### config.mk
export PLATFORM = sky130hd
export DESIGN_NAME = prdt_ram
export DESIGN_NICKNAME = d
export VERILOG_FILES = /design/src/design/prdt_ram.sv
export SDC_FILE = /design/constraint.sdc
export NUM_CORES = 1
export LEC_CHECK = 0
export BUFFER_PORTS_ARGS = -buffer_cell sky130_fd_sc_hd__buf_2
export CAP_MARGIN = 40
export CORE_MARGIN = 3
export CORE_UTILIZATION = 60
export CTS_CLUSTER_SIZE = 40
export DETAILED_ROUTE_END_ITERATION = 16
export GPL_ROUTABILITY_DRIVEN = 0
export HOLD_SLACK_MARGIN = 0.12
export PLACE_DENSITY = 0.76
export SETUP_SLACK_MARGIN = 0.02
export SLEW_MARGIN = 15
export SYNTH_ARGS = -nofsm -noshare
export SYNTH_HDL_FRONTEND = slang
export SYNTH_SLANG_ARGS = --single-unit
### constraint.sdc
create_clock -name clk -period 2.65 [get_ports clk]
set_input_delay 0.1325 -clock clk [delete_from_list [all_inputs] [get_ports clk]]
set_output_delay 0.1325 -clock clk [all_outputs]
set_load 0.005 [all_outputs]
### src/design/prdt_ram.sv
// Generic single-write, single-read RAM with registered read data.
// No dependencies.
module prdt_ram #(
  parameter int WIDTH = 8,
  parameter int DEPTH = 32
) (
  input  logic                     clk,
  input  logic                     we,
  input  logic [$clog2(DEPTH)-1:0] waddr,
  input  logic [WIDTH-1:0]         wdata,
  input  logic [$clog2(DEPTH)-1:0] raddr,
  output logic [WIDTH-1:0]         rdata
);

  logic [WIDTH-1:0] mem [DEPTH];

  always_ff @(posedge clk) begin
    if (we) begin
      mem[waddr] <= wdata;
    end
    rdata <= mem[raddr];
  end

endmodule

### Word-level counts from Yosys, hierarchy flattened

Memories as Yosys holds them, arrays and structs flattened. A register that Yosys moved wholly into a read port is not among the register bits.
Cells that the tools add are included.

* bits in registers: 0
* memory bits (writable): 256
* bits of input ports: 20
* output and inout bits: 8
* word-level logic and storage cells: 3
* memories kept: 1

Memory list
* mem: words 32, width 8, read ports 1, clocked after memory_dff 1, write ports 1, line 15 `logic [WIDTH-1:0] mem [DEPTH];`

* mux-type cells: 2

Operators with widths (number)
* 1-bit two-way mux: 2

### Longest topological paths before layout

Gate-level depths: netlist (run 1).

* depth in word-level cells: 2
* depth in mapped cells: 5
* mapped depth without buffers: 3

### Worst setup path before layout (run 1)

Ideal clock, no wire load.

* path kind: input to register
* from: input port raddr[2]
* to: register rdata[0] (read register of mem)
* setup time: 121 ps
* arrival time: 1814 ps
* required time: 2529 ps
* setup slack: 715 ps
* stages: 5
* buffers on the path: 2
* path through: clkbuf_1 > clkbuf_1 > mux4_2 > mux4_2 > mux2_2

RTL lines
* start, declared: line 11 `input logic [$clog2(DEPTH)-1:0] raddr,`
* end, declared: line 12 `output logic [WIDTH-1:0] rdata`

==> results of run 1 <==
[cells in the mapped netlist]
| cell | n | share of area, % |
|---|---|---|
| nand2_1 | 1 | 0.037 |
| buf_6 | 1 | 0.11 |
| buf_4 | 6 | 0.45 |
| nand3b_1 | 5 | 0.37 |
| or3b_2 | 3 | 0.26 |
| dfxtp_1 | 8 | 1.6 |
| buf_1 | 6 | 0.22 |
| mux4_2 | 80 | 18 |
| nor2_1 | 33 | 1.2 |
| or3_1 | 1 | 0.062 |
| mux2_2 | 8 | 0.90 |
| nand3_1 | 2 | 0.10 |
| buf_2 | 1 | 0.050 |
| edfxtp_1 | 256 | 76 |
| clkbuf_1 | 6 | 0.22 |
[routing by layer]
layer / track usage [%] / wire length [um] / vias to the layer above
li1: - / - / 1900
met1: 37.5 / 8390 / 2419
met2: 35.1 / 9610 / 265
met3: 4.05 / 1910 / 35
met4: 5.43 / 462 / 0
met5: 0 / 0 / -
[final timing paths]
check                           startpoint    endpoint  cells after the start
worst max-delay path            mem[13][2]    rdata[2]                      3
worst min-delay path              wdata[0]  mem[15][0]                      1
worst max register to register  mem[13][2]    rdata[2]                      3
worst min register to register   mem[2][2]    rdata[2]                      3
[flip-flops by register name, summed over array words and instances, names as in the netlist]
register  flops
mem         256
rdata         8
[area by class of cell]
class                   instances  area [um^2]  share of cell area, %
flip-flops and latches        264         7850                   68.6
multi-input cells             133         2100                   18.4
clock buffers                  41          728                   6.37
repair buffers                 53          385                   3.37
well taps                     216          270                   2.36
clock inverters                 6          108                  0.941
[per-stage QoR]
stage	std cells	hold WS (ps)	util, %
after CTS	713	130	71.0
after global placement	665	529	65.7
after floorplan	417	231	-
after global routing	713	165	71.0
after detailed placement	665	518	65.7
final	713	141	71.0
[logic make-up (layout without fill, tap and decap cells)]
kind of cell,count (synthesis),in the layout,share of synthesized area [%]
buffers and inverters,20,100,1.06
DFF,264,264,78.1
and+or+nand+nor,45,45,2.07
muxes,88,88,18.8
[power by group through the flow]
stage | clock [W] | sequential, W | combinational [W]
floorplan | 0 | 0.00474 | 0.000247
global placement | 0 | 0.00475 | 0.000422
global route | 0.00384 | 0.00467 | 0.000462
finish | 0.00363 | 0.00467 | 0.000434
CTS | 0.00367 | 0.00467 | 0.000439
detailed placement | 0 | 0.00476 | 0.000429
[worst max-delay path, stage by stage, from the launching register on]
cell      delay, ps
edfxtp_1        380
mux4_2          540
mux4_2          550
mux2_2          290
[what timing repair did]
item,4_1_cts,5_1_grt
hold endpoints to repair,8,0
setup buffers,0,0
hold buffers,1,0
resized for setup,0,0
setup endpoints to repair,0,0
==> run metrics, run 1 <==
Yosys cell types=15; grt total ovfl=0; Worst-Margin Slew=822 ps; Synth Net Count=437; HP Class=input port to flip-flop; Peak VDD IR=between 0.4 and 0.5 mV; pre-CTS setup slack=447 ps; final layout net count=between 400 and 500; max-cap viol count=0; chip height=around 140 um; CTS tree=yes; DP Area=around 11000 um^2; Fillers=between 900 and 1000; commonest non-fill, non-tap cell in the layout=edfxtp_1; post-route ant nets=0; worst path required time=a little over 3000 ps; Int Pwr=between 0.007 and 0.008 W; Clk Latency, worst-skew pair=520 ps; Clock Power Share=about two fifths; port bufs=27; Max Slew Vio Count=0; IO Pins=28; cell count after synthesis=around 420; Area growth, synth to finish=13.8%; final worst path period need=approximately 1900 ps; Sum Neg Setup Slack=0 ps; First-pass DRT Iterations=5; Worst-path clk slew=approximately 60 ps; Antenna diodes=0; Worst setup EP type=flip-flop; routed length per instance=between 20 and 30 um; outcome=finished clean; routed vias/inst=around 6.5; Gate power share=5.0%; Rows=between 40 and 50; sw frac=between 10% and 20%; Post-route DRC=0; portion of total power attributed to sequential cells=between 50% and 60%; H-tree Lvls=1; clock buffer depth=3; setup violators final=0; synth warn=0; PD cells=763 nW/um^2; Seq/Total Area, Yosys=slightly below 80%; Design Area, Final=between 10000 and 15000 um^2; startpoint types=flip-flop; Final Hold Vio Count=0; Clock Sinks=between 200 and 300; RSZ-0062 raised after global routing=false; area of the die=around 18000 um^2; Critical Path AT=between 2000 and 2500 ps; NetSw=between 0.0015 and 0.002 W; PnR worst setup slack=just under 800 ps; pin count of the biggest net entering global routing=65; total CTS buffers=26; Routed Wire Length=between 20000 and 25000 um; Die Wd=135 um; Vias=around 4600; vias in the first global route=about 4700; share of cells above drive strength 1=35.2%; CP Class=flip-flop to flip-flop; Max Clock Freq=534 MHz; worst reg2reg setup slack=780 ps; Synth Cell Area=10100 um^2; top fanout value on the critical path=1; global-route wire length before repair=~31000 um; Leak=between 3 and 4 nW; initial antenna violation count=0; Tot Pwr=0.00873 W; initial DRC count=approximately 550; most frequent cells in the layout=256 x edfxtp_1, 80 x mux4_2, 33 x nor2_1, 27 x clkbuf_16, 26 x buf_2; dpl hpwl=between 10000 and 15000 um; final setup skew=between 7 and 8 ps; Root Buffer Master=clkbuf_16; core area=roughly 16000 um^2; Syn Area/Cell=about 24 um^2; worst relative slew slack=45.0%; fin crit share=between 70% and 80%; FF+latch count, synth=between 200 and 300; GRT Total Usage=23.5%; initial core utilization=62.4%
No activity file was read; power rests on OpenSTA's default activity.
==> run 2: changes to the inputs <==
==> constraint.sdc (replaced) <==
create_clock -name clk -period 1.9 [get_ports clk]
set_input_delay 0.095 -clock clk [delete_from_list [all_inputs] [get_ports clk]]
set_output_delay 0.095 -clock clk [all_outputs]
set_load 0.005 [all_outputs]
==> run 2 against run 1 <==
Net effect: combinational power is 45% higher; clock power increased by 43%; register-to-register slack got worse by 690 ps; largest cell class unchanged; largest power group unchanged; highest routed layer unchanged.
==> run metrics, run 2 (synthesis gave the netlist of run 1 again) <==
outcome=finished clean (unchanged); Largest stage delay, worst path=530 ps (was 550 ps); CP startpoint=mem[28][0] (was mem[13][2]); RSZ-0062 raised after global routing=false (unchanged); met1 wire length=8500 um (was 8390 um); Final Hold Vio Count=0 (unchanged); initial DRC count=483 (was 547); Clock Sinks=264 (unchanged); H-tree Lvls=1 (unchanged); post-route ant nets=0 (unchanged); top fanout value on the critical path=1 (unchanged); First-pass DRT Iterations=5 (unchanged); Worst-Margin Slew=670 ps (was 822 ps); PD cells=1060 nW/um^2 (was 763 nW/um^2); Critical R2R Launch=mem[28][0] (was mem[13][2]); clock buffer depth=3 (unchanged); Peak VDD IR=0.928 mV (was 0.492 mV); GRT Total Usage=23.2% (was 23.5%); IO Pins=28 (unchanged); global-route wire length before repair=30700 um (was 31100 um); commonest non-fill, non-tap cell in the layout=edfxtp_1 (unchanged); Critical Path AT=2230 ps (was 2280 ps); port bufs=27 (unchanged); Sum Neg Setup Slack=0 ps (unchanged); core area=16100 um^2 (unchanged); routed wl met2=9440 um (was 9610 um); Leak=3.76 nW (was 3.63 nW); CTS resizes=0 (unchanged); Worst-path clk slew=60 ps (about the same); final core utilization=72.2% (was 71.0%); crit-path cells=mux4_2 -> mux4_2 -> mux2_2 (unchanged); share of cells above drive strength 1=38.6% (was 35.2%); # placed instances=680 (was 665); HP Class=input port to flip-flop (unchanged); top sig layer=met4 (unchanged); routed vias/inst=6.22 (was 6.48); Root Buffer Master=clkbuf_16 (unchanged); hold path startpoint=wdata[4] (was wdata[0]); Rows=46 (unchanged); setup violators final=0 (unchanged); startpoint types=flip-flop (unchanged); worst relative slew slack=55.4% (was 45.0%); vias in the first global route=4818 (was 4728); routed length per instance=27.6 um (was 28.6 um); Largest regs=mem (256), rdata (8) (unchanged); Biggest register=mem (unchanged); Design Area, Final=11600 um^2 (was 11400 um^2); Slowest-stage cell, CP=mux4_2 (unchanged); final layout net count=515 (was 498); most frequent cells in the layout=256 x edfxtp_1, 80 x mux4_2, 35 x buf_4, 33 x nor2_1, 27 x clkbuf_16 (was 256 x edfxtp_1, 80 x mux4_2, 33 x nor2_1, 27 x clkbuf_16, 26 x buf_2); initial antenna violation count=0 (unchanged); total CTS buffers=26 (unchanged); initial core utilization=62.4% (unchanged); Antenna diodes=0 (unchanged); post-route insts no fill=729 (was 713); PnR worst setup slack=85.5 ps (was 777 ps); DP Area=10700 um^2 (was 10600 um^2); crit-path most repeated cell=mux4_2 (unchanged); pin count of the biggest net entering global routing=37 (was 65); CP Class=flip-flop to flip-flop (unchanged); Area growth, synth to finish=15.7% (was 13.8%); CTS tree=yes (unchanged); Routed Wire Length=20100 um (was 20400 um); Largest register FFs=256 (unchanged); Post-route DRC=0 (unchanged); final worst path period need=1810 ps (was 1870 ps); dpl hpwl=12300 um (about the same); fin crit share=95.5% (was 70.7%); Die Wd=135 um (unchanged); final setup skew=12.9 ps (was 7.55 ps); chip height=135 um (unchanged); grt total ovfl=0 (unchanged); worst path required time=2310 ps (was 3050 ps); wire length on met3=1620 um (was 1910 um); Max Slew Vio Count=0 (unchanged); Max Clock Freq=551 MHz (was 534 MHz); pre-CTS setup slack=-121 ps (was 447 ps); max-cap viol count=0 (unchanged); Worst setup EP type=flip-flop (unchanged); Clk Latency, worst-skew pair=520 ps (about the same); area of the die=18300 um^2 (unchanged); Vias=4538 (was 4619)
-- run 2: cell types whose count changed in the layout (fill, tap and decap cells not counted), sizes merged --
cell / previous run / this run
dlygate4sd3: 1 / 3
buf: 52 / 67
clkinv: 2 / 11
inv: 1 / 0
clkbuf: 41 / 31
bufinv: 3 / 4
-- run 2: area by class of cell --
| type | instances | area (um^2) |
|---|---|---|
| Clock buffer | 31 | 691 |
| Clock inverter | 15 | 180 |
| Fill cell | 923 | 4480 |
| Multi-Input combinational cell | 133 | 2100 |
| Sequential cell | 264 | 7850 |
| Tap cell | 216 | 270 |
| Timing Repair Buffer | 70 | 543 |
-- run 2: layer usage --
| metal | global-route usage (%) | vias up |
|---|---|---|
| met5 | 0 | - |
| met4 | 6.83 | 0 |
| met3 | 5.50 | 34 |
| met2 | 34.7 | 203 |
| met1 | 35.1 | 2365 |
| li1 | - | 1936 |
-- run 2: final timing paths --
kind / to / slack (ps) / cells past startpoint
worst max-delay path: rdata[0] / 90 / 3
worst max register to register: rdata[0] / 90 / 3
worst min register to register: rdata[5] / 910 / 3
worst min-delay path: mem[20][4] / 130 / 1
-- run 2: timing repair --
action / CTS / global route
endpoints found under the hold margin: 46 / 0
setup buffers: 0 / 0
hold buffers: 3 / 0
setup endpoints to repair: 0 / 0
-- run 2: worst max-delay path, delay by kind of cell (launching register included) --
| kind | cells | cell delay, ps |
|---|---|---|
| DFF | 1 | 370 |
| muxes | 3 | 1340 |
-- run 2: report_power, final --
group	internal (W)	leakage, nW	switching (W)
clock	0.00313	0.433	0.00205
sequential	0.00648	2.37	0.0000310
combinational	0.000290	0.953	0.000338
-- run 2: stage by stage --
step | total power [W] | hold slack, ps
after detailed placement | 0.00725 | 488
after CTS | 0.0124 | 126
after global placement | 0.00723 | 504
after global routing | 0.0127 | 149
after floorplan | 0.00696 | 194
final | 0.0123 | 127
